### src/sv/rpcc_pkg.sv
`default_nettype none

package rpcc_pkg;

	// Width of one color channel and of every result field.
	localparam int PixW = 8;

	// Floor division by three: floor(s / 3) == (s * 683) >> 11 for every s up to 765.
	localparam int SumW      = PixW + 2;
	localparam int GrayProdW = 20;
	localparam int GrayMul   = 683;
	localparam int GrayShift = 11;

	// The scaled numerator 255 * (max - channel) spans two channel widths.
	localparam int NumW     = 2 * PixW;
	// One quotient bit is resolved per divider stage.
	localparam int DivSteps = PixW;
	localparam int StepW    = $clog2(DivSteps);

	// Number of CMY lanes.
	localparam int Lanes = 3;

	// Results that are final after the first stages and only ride along.
	typedef struct packed {
		logic [PixW-1:0] gray_level;
		logic [PixW-1:0] opp_red;
		logic [PixW-1:0] opp_green;
		logic [PixW-1:0] opp_blue;
		logic [PixW-1:0] opp_yellow;
		logic [PixW-1:0] key_black;
	} side_t;

	// State of the three CMY dividers at one stage. Only the low numerator half
	// travels down the divider; the high half seeds the remainder at entry.
	typedef struct packed {
		logic [Lanes-1:0][PixW-1:0] rem;
		logic [Lanes-1:0][PixW-1:0] quo;
		logic [Lanes-1:0][PixW-1:0] num;
		logic [PixW-1:0]            mx;
		side_t                      side;
	} div_stage_t;

endpackage

`default_nettype wire

### src/sv/rpcc_pix_if.sv
`default_nettype none

interface rpcc_pix_if;
	import rpcc_pkg::*;

	logic            valid;
	logic            ready;
	logic [PixW-1:0] red;
	logic [PixW-1:0] green;
	logic [PixW-1:0] blue;

	modport source (output valid, output red, output green, output blue, input ready);
	modport sink   (input valid, input red, input green, input blue, output ready);
endinterface

`default_nettype wire

### src/sv/rpcc_res_if.sv
`default_nettype none

interface rpcc_res_if;
	import rpcc_pkg::*;

	logic            valid;
	logic            ready;
	logic [PixW-1:0] gray_level;
	logic [PixW-1:0] opp_red;
	logic [PixW-1:0] opp_green;
	logic [PixW-1:0] opp_blue;
	logic [PixW-1:0] opp_yellow;
	logic [PixW-1:0] key_black;
	logic [PixW-1:0] cyan_level;
	logic [PixW-1:0] magenta_level;
	logic [PixW-1:0] yellow_level;

	modport source (
		output valid, output gray_level, output opp_red, output opp_green,
		output opp_blue, output opp_yellow, output key_black, output cyan_level,
		output magenta_level, output yellow_level, input ready
	);
	modport sink (
		input valid, input gray_level, input opp_red, input opp_green,
		input opp_blue, input opp_yellow, input key_black, input cyan_level,
		input magenta_level, input yellow_level, output ready
	);
endinterface

`default_nettype wire

### src/sv/rgb_pixel_color_converter.sv
// The pipeline is two arithmetic stages followed by an eight-stage restoring divider
// that resolves one CMY quotient bit per stage.
// Throughput: one pixel per cycle; the whole pipeline advances when its last stage
// is empty or its result is taken, so a stall holds every stage in place.
// Reset: arst_n clears all stage valid bits asynchronously; data registers are not reset.
`default_nettype none

module rgb_pixel_color_converter (
	input  wire        clk,
	input  wire        arst_n,
	rpcc_pix_if.sink   pix,
	rpcc_res_if.source res
);
	import rpcc_pkg::*;

	// Opponent value: max(0, floor(own - (a + b) / 2)) done on doubled values.
	function automatic logic [PixW-1:0] opp_of(
		input logic [PixW-1:0] own,
		input logic [PixW-1:0] a,
		input logic [PixW-1:0] b
	);
		logic [PixW:0] twice;
		logic [PixW:0] sum;
		logic [PixW:0] diff;
		twice = {own, 1'b0};
		sum   = {1'b0, a} + {1'b0, b};
		diff  = twice - sum;
		if (twice <= sum) begin
			return '0;
		end
		return diff[PixW:1];
	endfunction

	// One restoring division step for all lanes, consuming numerator bit idx.
	function automatic div_stage_t div_step(input div_stage_t st, input logic [StepW-1:0] idx);
		div_stage_t    nx;
		logic [PixW:0] trial;
		nx = st;
		for (int i = 0; i < Lanes; i++) begin
			trial = {st.rem[i], st.num[i][idx]};
			if (trial >= {1'b0, st.mx}) begin
				nx.rem[i] = PixW'(trial - {1'b0, st.mx});
				nx.quo[i] = {st.quo[i][PixW-2:0], 1'b1};
			end else begin
				nx.rem[i] = trial[PixW-1:0];
				nx.quo[i] = {st.quo[i][PixW-2:0], 1'b0};
			end
		end
		return nx;
	endfunction

	logic adv;

	// Stage 1 registers.
	logic            vld_s1;
	logic [PixW-1:0] red_s1, green_s1, blue_s1, mx_s1;
	side_t           side_s1;
	logic [SumW-1:0] sum_s1;

	// Stage 2 registers.
	logic                       vld_s2;
	logic [PixW-1:0]            mx_s2;
	logic [Lanes-1:0][NumW-1:0] num_s2;
	side_t                      side_s2;

	// Stage 2 combinational terms.
	side_t side_gray_c;

	// Divider stages.
	logic       [DivSteps-1:0] div_vld_s;
	div_stage_t                div_s [DivSteps];
	div_stage_t                div_in [DivSteps];

	// Stage 1 combinational terms.
	logic [PixW-1:0] mx_c, mn_rg_c;
	logic [SumW-1:0] sum_c;
	side_t           side_c;

	// The pipeline moves as a whole whenever the output slot is free or being taken.
	assign adv       = !div_vld_s[DivSteps-1] || res.ready;
	assign pix.ready = adv;

	// Maximum, sum, opponent values and key black of the incoming pixel.
	always_comb begin
		mx_c = pix.red;
		if (pix.green > mx_c) begin
			mx_c = pix.green;
		end
		if (pix.blue > mx_c) begin
			mx_c = pix.blue;
		end
		mn_rg_c = (pix.red < pix.green) ? pix.red : pix.green;
		sum_c   = SumW'(pix.red) + SumW'(pix.green) + SumW'(pix.blue);

		side_c            = '0;
		side_c.opp_red    = opp_of(pix.red, pix.green, pix.blue);
		side_c.opp_green  = opp_of(pix.green, pix.red, pix.blue);
		side_c.opp_blue   = opp_of(pix.blue, pix.red, pix.green);
		side_c.opp_yellow = (mn_rg_c > pix.blue) ? PixW'(mn_rg_c - pix.blue) : '0;
		side_c.key_black  = PixW'(2**PixW - 1) - mx_c;
	end

	// Stage 1 valid.
	always_ff @(posedge clk or negedge arst_n) begin
		if (!arst_n) begin
			vld_s1 <= 1'b0;
		end else if (adv) begin
			vld_s1 <= pix.valid;
		end
	end

	// Stage 1 data.
	always_ff @(posedge clk) begin
		if (adv) begin
			red_s1   <= pix.red;
			green_s1 <= pix.green;
			blue_s1  <= pix.blue;
			mx_s1    <= mx_c;
			side_s1  <= side_c;
			sum_s1   <= sum_c;
		end
	end

	// Gray level from the registered channel sum, merged into the side results.
	always_comb begin
		side_gray_c            = side_s1;
		side_gray_c.gray_level =
			PixW'((GrayProdW'(sum_s1) * GrayProdW'(GrayMul)) >> GrayShift);
	end

	// Stage 2 valid.
	always_ff @(posedge clk or negedge arst_n) begin
		if (!arst_n) begin
			vld_s2 <= 1'b0;
		end else if (adv) begin
			vld_s2 <= vld_s1;
		end
	end

	// Stage 2: take the gray level and form the numerators 255 * (max - channel).
	always_ff @(posedge clk) begin
		if (adv) begin
			mx_s2     <= mx_s1;
			side_s2   <= side_gray_c;
			num_s2[0] <= {PixW'(mx_s1 - red_s1), PixW'(0)} - NumW'(mx_s1 - red_s1);
			num_s2[1] <= {PixW'(mx_s1 - green_s1), PixW'(0)} - NumW'(mx_s1 - green_s1);
			num_s2[2] <= {PixW'(mx_s1 - blue_s1), PixW'(0)} - NumW'(mx_s1 - blue_s1);
		end
	end

	// Divider entry: the upper numerator half is already below max, so it seeds the remainder.
	always_comb begin
		div_in[0]      = '0;
		div_in[0].mx   = mx_s2;
		div_in[0].side = side_s2;
		for (int i = 0; i < Lanes; i++) begin
			div_in[0].num[i] = num_s2[i][PixW-1:0];
			div_in[0].rem[i] = num_s2[i][NumW-1:PixW];
		end
	end

	// Divider pipeline, one quotient bit per stage, most significant first.
	for (genvar k = 0; k < DivSteps; k++) begin : g_div
		if (k > 0) begin : g_link
			assign div_in[k] = div_s[k-1];
		end

		always_ff @(posedge clk or negedge arst_n) begin
			if (!arst_n) begin
				div_vld_s[k] <= 1'b0;
			end else if (adv) begin
				div_vld_s[k] <= (k == 0) ? vld_s2 : div_vld_s[(k == 0) ? 0 : k-1];
			end
		end

		always_ff @(posedge clk) begin
			if (adv) begin
				div_s[k] <= div_step(div_in[k], StepW'(DivSteps - 1 - k));
			end
		end
	end

	// Result fields; a black pixel gives zero CMY.
	assign res.valid         = div_vld_s[DivSteps-1];
	assign res.gray_level    = div_s[DivSteps-1].side.gray_level;
	assign res.opp_red       = div_s[DivSteps-1].side.opp_red;
	assign res.opp_green     = div_s[DivSteps-1].side.opp_green;
	assign res.opp_blue      = div_s[DivSteps-1].side.opp_blue;
	assign res.opp_yellow    = div_s[DivSteps-1].side.opp_yellow;
	assign res.key_black     = div_s[DivSteps-1].side.key_black;
	assign res.cyan_level    = (div_s[DivSteps-1].mx == '0) ? '0 : div_s[DivSteps-1].quo[0];
	assign res.magenta_level = (div_s[DivSteps-1].mx == '0) ? '0 : div_s[DivSteps-1].quo[1];
	assign res.yellow_level  = (div_s[DivSteps-1].mx == '0) ? '0 : div_s[DivSteps-1].quo[2];

endmodule

`default_nettype wire
### src/flat_wrapper.sv
// flat-port wrapper written by rule: the top's interface ports become plain ports
module rgb_pixel_color_converter_flat import rpcc_pkg::*;
  (clk, arst_n, pix_valid, pix_red, pix_green, pix_blue, pix_ready, res_valid, res_gray_level, res_opp_red, res_opp_green, res_opp_blue, res_opp_yellow, res_key_black, res_cyan_level, res_magenta_level, res_yellow_level, res_ready);
  rpcc_pix_if pix_i ();
  rpcc_res_if res_i ();
  input  wire clk;
  input  wire arst_n;
  input wire logic [$bits(pix_i.valid)-1:0] pix_valid;
  input wire logic [$bits(pix_i.red)-1:0] pix_red;
  input wire logic [$bits(pix_i.green)-1:0] pix_green;
  input wire logic [$bits(pix_i.blue)-1:0] pix_blue;
  output wire logic [$bits(pix_i.ready)-1:0] pix_ready;
  output wire logic [$bits(res_i.valid)-1:0] res_valid;
  output wire logic [$bits(res_i.gray_level)-1:0] res_gray_level;
  output wire logic [$bits(res_i.opp_red)-1:0] res_opp_red;
  output wire logic [$bits(res_i.opp_green)-1:0] res_opp_green;
  output wire logic [$bits(res_i.opp_blue)-1:0] res_opp_blue;
  output wire logic [$bits(res_i.opp_yellow)-1:0] res_opp_yellow;
  output wire logic [$bits(res_i.key_black)-1:0] res_key_black;
  output wire logic [$bits(res_i.cyan_level)-1:0] res_cyan_level;
  output wire logic [$bits(res_i.magenta_level)-1:0] res_magenta_level;
  output wire logic [$bits(res_i.yellow_level)-1:0] res_yellow_level;
  input wire logic [$bits(res_i.ready)-1:0] res_ready;
  assign pix_i.valid = pix_valid;
  assign pix_i.red = pix_red;
  assign pix_i.green = pix_green;
  assign pix_i.blue = pix_blue;
  assign pix_ready = pix_i.ready;
  assign res_valid = res_i.valid;
  assign res_gray_level = res_i.gray_level;
  assign res_opp_red = res_i.opp_red;
  assign res_opp_green = res_i.opp_green;
  assign res_opp_blue = res_i.opp_blue;
  assign res_opp_yellow = res_i.opp_yellow;
  assign res_key_black = res_i.key_black;
  assign res_cyan_level = res_i.cyan_level;
  assign res_magenta_level = res_i.magenta_level;
  assign res_yellow_level = res_i.yellow_level;
  assign res_i.ready = res_ready;
  rgb_pixel_color_converter u_core (.clk(clk), .arst_n(arst_n), .pix(pix_i), .res(res_i));
endmodule
### config.mk
export PLATFORM = sky130hd
export DESIGN_NAME = rgb_pixel_color_converter_flat
export DESIGN_NICKNAME = d
export VERILOG_FILES = /design/src/sv/rpcc_pkg.sv /design/src/sv/rpcc_pix_if.sv /design/src/sv/rpcc_res_if.sv /design/src/sv/rgb_pixel_color_converter.sv /design/src/flat_wrapper.sv
export SDC_FILE = /design/constraint.sdc
export NUM_CORES = 1
export LEC_CHECK = 0
export BUFFER_PORTS_ARGS = -buffer_cell sky130_fd_sc_hd__buf_4
export CORE_ASPECT_RATIO = 0.75
export CORE_MARGIN = 2
export CORE_UTILIZATION = 62
export DETAILED_ROUTE_END_ITERATION = 10
export GPL_ROUTABILITY_DRIVEN = 0
export PLACE_DENSITY = 0.89
export SLEW_MARGIN = 20
export SYNTH_ARGS = -nofsm -noshare
export SYNTH_HDL_FRONTEND = slang
export SYNTH_SLANG_ARGS = --single-unit
### constraint.sdc
create_clock -name clk -period 59.7 [get_ports clk]
set_input_delay 11.94 -clock clk [delete_from_list [all_inputs] [get_ports clk]]
set_output_delay 11.94 -clock clk [all_outputs]
set_load 0.02 [all_outputs]
==> report_table.html <==
<table>
<tr><th>Metric</th><th>Value</th></tr>
<tr><th colspan="2">Synth</th></tr>
<tr><td>Simple logic cell fraction of the synthesized area</td><td>5.837%</td></tr>
<tr><td>Mux cell area share after synthesis</td><td>around 4.4%</td></tr>
<tr><td>Compound-gate portion of the synthesized area</td><td>roughly 7.6%</td></tr>
<tr><td>Share of flip-flops with an asynchronous set or reset</td><td>0.9960%</td></tr>
<tr><td>Seq cells post-synth</td><td>around 1000</td></tr>
<tr><td>Library cells used by synthesis</td><td>between 80 and 90</td></tr>
<tr><td>Synth Warn #</td><td>0</td></tr>
<tr><td>Number of enable flip-flop cells after synthesis</td><td>994</td></tr>
<tr><td>Post-synth top cells</td><td>sky130_fd_sc_hd__edfxtp_1 (994), sky130_fd_sc_hd__ha_1 (381), sky130_fd_sc_hd__inv_1 (288), sky130_fd_sc_hd__nor2_1 (176), sky130_fd_sc_hd__xnor2_1 (132)</td></tr>
<tr><td>Main combinational cell family by area after synthesis</td><td>adder cells</td></tr>
<tr><td>Mean instance size in the synthesized netlist</td><td>around 15 µm²</td></tr>
<tr><td>Main flop type after synthesis</td><td>sky130_fd_sc_hd__edfxtp_1</td></tr>
<tr><td>Synthesized net count</td><td>between 3000 and 4000</td></tr>
<tr><td>Mapped cell area</td><td>approximately 47000 µm²</td></tr>
<tr><td>Fraction of the yosys area taken by sequential cells</td><td>about 63%</td></tr>
<tr><td>Adder-cell share of the synthesized area</td><td>around an eighth</td></tr>
<tr><td>Cell types occupying the most area after synthesis</td><td>sky130_fd_sc_hd__edfxtp_1 (63%), sky130_fd_sc_hd__ha_1 (10%), sky130_fd_sc_hd__mux2_2 (3.1%), sky130_fd_sc_hd__xnor2_1 (2.4%), sky130_fd_sc_hd__inv_1 (2.3%)</td></tr>
<tr><td>Dominant cell type by area after synthesis</td><td>sky130_fd_sc_hd__edfxtp_1</td></tr>
<tr><td>Synth top area share</td><td>between 60% and 70%</td></tr>
<tr><td>Synth Instances</td><td>approximately 3200</td></tr>
<tr><td>Most numerous cell in the Yosys netlist</td><td>sky130_fd_sc_hd__edfxtp_1</td></tr>
<tr><td>Parity-gate share of the synthesized area counting xor and xnor cells</td><td>3.375%</td></tr>
<tr><th colspan="2">Routing</th></tr>
<tr><td>Sum of routed wire length over all layers</td><td>92910 µm</td></tr>
<tr><td>DRT iter0 DRCs</td><td>just under 3000</td></tr>
<tr><td>Vias per Instance</td><td>5.946</td></tr>
<tr><td>Average detailed-routed wire length per instance</td><td>20.83 µm</td></tr>
<tr><td>Remaining antenna violation count after routing</td><td>0</td></tr>
<tr><td>First-pass DRT Iterations</td><td>5</td></tr>
<tr><td>Via count of the routed design</td><td>~27000</td></tr>
<tr><td>Number of design rule violations left after detail routing</td><td>0</td></tr>
<tr><th colspan="2">Clock tree</th></tr>
<tr><td>Maximum number of buffers from clock root to sink</td><td>3</td></tr>
<tr><td>Setup bufs post-CTS</td><td>0</td></tr>
<tr><td>TritonCTS buffer count</td><td>90</td></tr>
<tr><td>Resized cells post-CTS</td><td>0</td></tr>
<tr><td>TritonCTS sink count</td><td>about 1000</td></tr>
<tr><td>Root buffer cell</td><td>sky130_fd_sc_hd__clkbuf_16</td></tr>
<tr><td>CTS H-tree lvls</td><td>3</td></tr>
<tr><td>Number of buffers added to fix hold violations after cts</td><td>0</td></tr>
<tr><td>CTS tree</td><td>yes</td></tr>
<tr><td>Post-CTS clock slew at the launch and capture registers of the worst setup and hold paths</td><td>roughly 0.070 ns</td></tr>
<tr><td>Clk_lat worst skew</td><td>between 0.6 and 0.7 ns</td></tr>
<tr><th colspan="2">Final layout</th></tr>
<tr><td>Area used by sequential logic in the layout</td><td>about 30000 µm²</td></tr>
<tr><td>Layout filler cell count</td><td>4672</td></tr>
<tr><td>Layout area overhead</td><td>9.903%</td></tr>
<tr><td>Diodes inserted</td><td>0</td></tr>
<tr><td>Fraction of layout cells with a size suffix above 1</td><td>roughly an eighth</td></tr>
<tr><td>Multi-input gate area</td><td>15890 µm²</td></tr>
<tr><td>Fin nets</td><td>around 3800</td></tr>
<tr><th colspan="2">Setup path</th></tr>
<tr><td>Worst-case register-to-register setup slack</td><td>roughly 55 ns</td></tr>
<tr><td>R2r worst-path depth</td><td>16</td></tr>
<tr><td>Worst-path cell chain</td><td>buf_4, nand2b_4, buf_4</td></tr>
<tr><td>Critical R2R Capture</td><td>u_core.div_in[943]</td></tr>
<tr><td>Critical Path Start Type</td><td>input pin</td></tr>
<tr><td>Slowest cell delay on critical path</td><td>roughly 0.26 ns</td></tr>
<tr><td>Crit Path Max Fanout</td><td>8</td></tr>
<tr><td>Cell with the largest stage delay on the worst path</td><td>sky130_fd_sc_hd__nand2b_4</td></tr>
<tr><td>Critical path type</td><td>input pin to output port</td></tr>
<tr><td>Kind of end point of the critical path</td><td>output port</td></tr>
<tr><td>Arr. time, crit path</td><td>about 13 ns</td></tr>
<tr><td>RR Startpoint</td><td>u_core.sum_s1[5]</td></tr>
<tr><td>Worst path most repeated cell</td><td>sky130_fd_sc_hd__buf_4</td></tr>
<tr><td>Required time of the worst setup path</td><td>between 40 and 50 ns</td></tr>
<tr><td>Family with the most delay on the worst path</td><td>buffers and inverters</td></tr>
<tr><td>Count of buffering cells on the critical path with inverters included</td><td>2</td></tr>
<tr><th colspan="2">Die</th></tr>
<tr><td>Initial core utilization</td><td>between 60% and 70%</td></tr>
<tr><td>Die Width</td><td>~320 µm</td></tr>
<tr><td>Site row count</td><td>just under 90</td></tr>
<tr><td>Ports placed on the boundary</td><td>roughly 100</td></tr>
<tr><td>Core footprint</td><td>around 75000 µm²</td></tr>
<tr><td>Die Area</td><td>about 80000 µm²</td></tr>
<tr><td>Height of the die</td><td>between 200 and 250 µm</td></tr>
<tr><th colspan="2">Global route</th></tr>
<tr><td>Antenna violations before repair</td><td>0</td></tr>
<tr><td>Congestion Overflow GR</td><td>0</td></tr>
<tr><td>Maximum number of pins on one net before global-route repair</td><td>200</td></tr>
<tr><td>Global-route wire length before repair</td><td>about 150000 µm</td></tr>
<tr><td>Vias in the first global route</td><td>between 20000 and 30000</td></tr>
<tr><td>GR Util All Layers</td><td>a little under a quarter</td></tr>
<tr><th colspan="2">Timing</th></tr>
<tr><td>Unrepaired setup endpoints after global routing</td><td>no</td></tr>
<tr><td>Fmax</td><td>between 40 and 50 MHz</td></tr>
<tr><td>Final clock period utilization by the worst path</td><td>between 40 and 50%</td></tr>
<tr><td>Total setup violations reported at the end of the flow</td><td>0</td></tr>
<tr><td>Clock skew</td><td>about 0.044 ns</td></tr>
<tr><td>Worst slew slack as a fraction of its limit</td><td>between 20% and 30%</td></tr>
<tr><td>Number of endpoints with negative hold slack in the final report</td><td>0</td></tr>
<tr><td>Least-Margin Pin Slew</td><td>between 1 and 1.5 ns</td></tr>
<tr><td>Final max-slew violation count</td><td>0</td></tr>
<tr><td>Post-route minimum period</td><td>around 25 ns</td></tr>
<tr><td>Setup TNS after final layout</td><td>0 ns</td></tr>
<tr><th colspan="2">Worst hold path</th></tr>
<tr><td>Instance count along the most critical hold path</td><td>0</td></tr>
<tr><td>Origin of the worst min-delay path</td><td>u_core.div_s[0][171]</td></tr>
<tr><td>Kind of path behind the tightest hold check</td><td>flip-flop to flip-flop</td></tr>
<tr><td>Min-Delay Endpoint</td><td>u_core.div_s[0][299]</td></tr>
<tr><th colspan="2">Run status</th></tr>
<tr><td>Result of the run</td><td>complete, no violations</td></tr>
<tr><th colspan="2">Flow run</th></tr>
<tr><td>Reported max-cap violation count</td><td>0</td></tr>
<tr><th colspan="2">Placement</th></tr>
<tr><td>Port Buffer Count</td><td>approximately 100</td></tr>
<tr><td>Dpl hpwl</td><td>60830 µm</td></tr>
</table>
==> layer usage <==
metal,wire length [µm],global-route usage (%)
met5,0,0
met4,3138,8.181
met1,38460,32.73
met3,6486,3.998
met2,44830,38.71
==> sequential cells by signal, indices dropped and copies added (netlist names) <==
register / flops
u_core.div_s: 808
u_core.sum_s1: 10
u_core.mx_s1: 8
u_core.green_s1: 8
u_core.side_gray_c: 40
u_core.vld_s1: 1
u_core.res.valid: 1
u_core.vld_s2: 1
u_core.blue_s1: 8
u_core.red_s1: 8
u_core.mx_s2: 8
u_core.div_in: 96
u_core.div_vld_s: 7
==> worst register-to-register path: stages (launching register included) <==
cell and delay, ns:
sky130_fd_sc_hd__edfxtp_1 0.51, sky130_fd_sc_hd__ha_1 0.40, sky130_fd_sc_hd__ha_1 0.31, sky130_fd_sc_hd__inv_1 0.05, sky130_fd_sc_hd__fa_1 0.48, sky130_fd_sc_hd__inv_1 0.06
sky130_fd_sc_hd__fa_1 0.55, sky130_fd_sc_hd__inv_1 0.06, sky130_fd_sc_hd__fa_1 0.51, sky130_fd_sc_hd__inv_1 0.05, sky130_fd_sc_hd__ha_1 0.34, sky130_fd_sc_hd__a21o_1 0.18
sky130_fd_sc_hd__a21oi_1 0.24, sky130_fd_sc_hd__a21oi_1 0.17, sky130_fd_sc_hd__a311oi_1 0.57, sky130_fd_sc_hd__o31ai_1 0.17, sky130_fd_sc_hd__xnor2_1 0.18
==> worst max path at each step <==
stage               from   endpoint  depth (start not counted)
6_report       res_ready  pix_ready                          3
5_1_grt        res_ready  pix_ready                          3
4_1_cts        res_ready  pix_ready                          3
3_5_place_dp   res_ready  pix_ready                          3
3_3_place_gp   res_ready  pix_ready                          3
2_1_floorplan  res_ready  pix_ready                          2
==> kinds of logic after synthesis <==
logic type / Yosys count
xor gates and xnor gates: 182
AOI/OAI and AO/OA: 528
and+or+nand+nor: 530
buffers and inverters: 346
muxes: 191
DFF: 1004
adders and majority gates: 434
==> per-stage QoR <==
stage,cells,setup slack [ns],instance area [µm²],utilization [%],hold WS (ns)
final,4461,35.18,52160,69.14,0.4032
after global routing,4461,35.15,52160,69.14,0.4186
after CTS,4461,35.15,52140,69.12,0.4042
after detailed placement,4292,35.16,49210,65.23,0.4045
after global placement,4292,35.15,49210,65.23,0.4003
after floorplan,3215,8.534,47460,-,0.4003
==> final cells by class <==
type | instances | area share [%]
Multi-Input combinational cell | 1865 | 30.46
Clock inverter | 61 | 1.185
Timing Repair Buffer | 111 | 1.660
Clock buffer | 108 | 4.448
Sequential cell | 1004 | 57.71
Tap cell | 1023 | 2.454
Inverter | 289 | 2.080
==> placed cells by master (no fill, tap or decap), types with 56 or more instances in the layout <==
master                      netlist  final
sky130_fd_sc_hd__edfxtp_1       994    994
sky130_fd_sc_hd__ha_1           381    381
sky130_fd_sc_hd__inv_1          288    288
sky130_fd_sc_hd__nor2_1         176    176
sky130_fd_sc_hd__xnor2_1        132    132
sky130_fd_sc_hd__mux2_2         129    129
sky130_fd_sc_hd__a21oi_1        111    111
sky130_fd_sc_hd__o21ai_0        110    110
sky130_fd_sc_hd__buf_4           48    107
sky130_fd_sc_hd__clkbuf_16        0     90
sky130_fd_sc_hd__a21o_1          89     89
sky130_fd_sc_hd__nor2b_1         68     68
sky130_fd_sc_hd__mux2i_1         62     62
sky130_fd_sc_hd__nand2_1         56     56
Power is not shown: default switching activity piles up to over one toggle a cycle in this logic, so the estimate is an artifact.
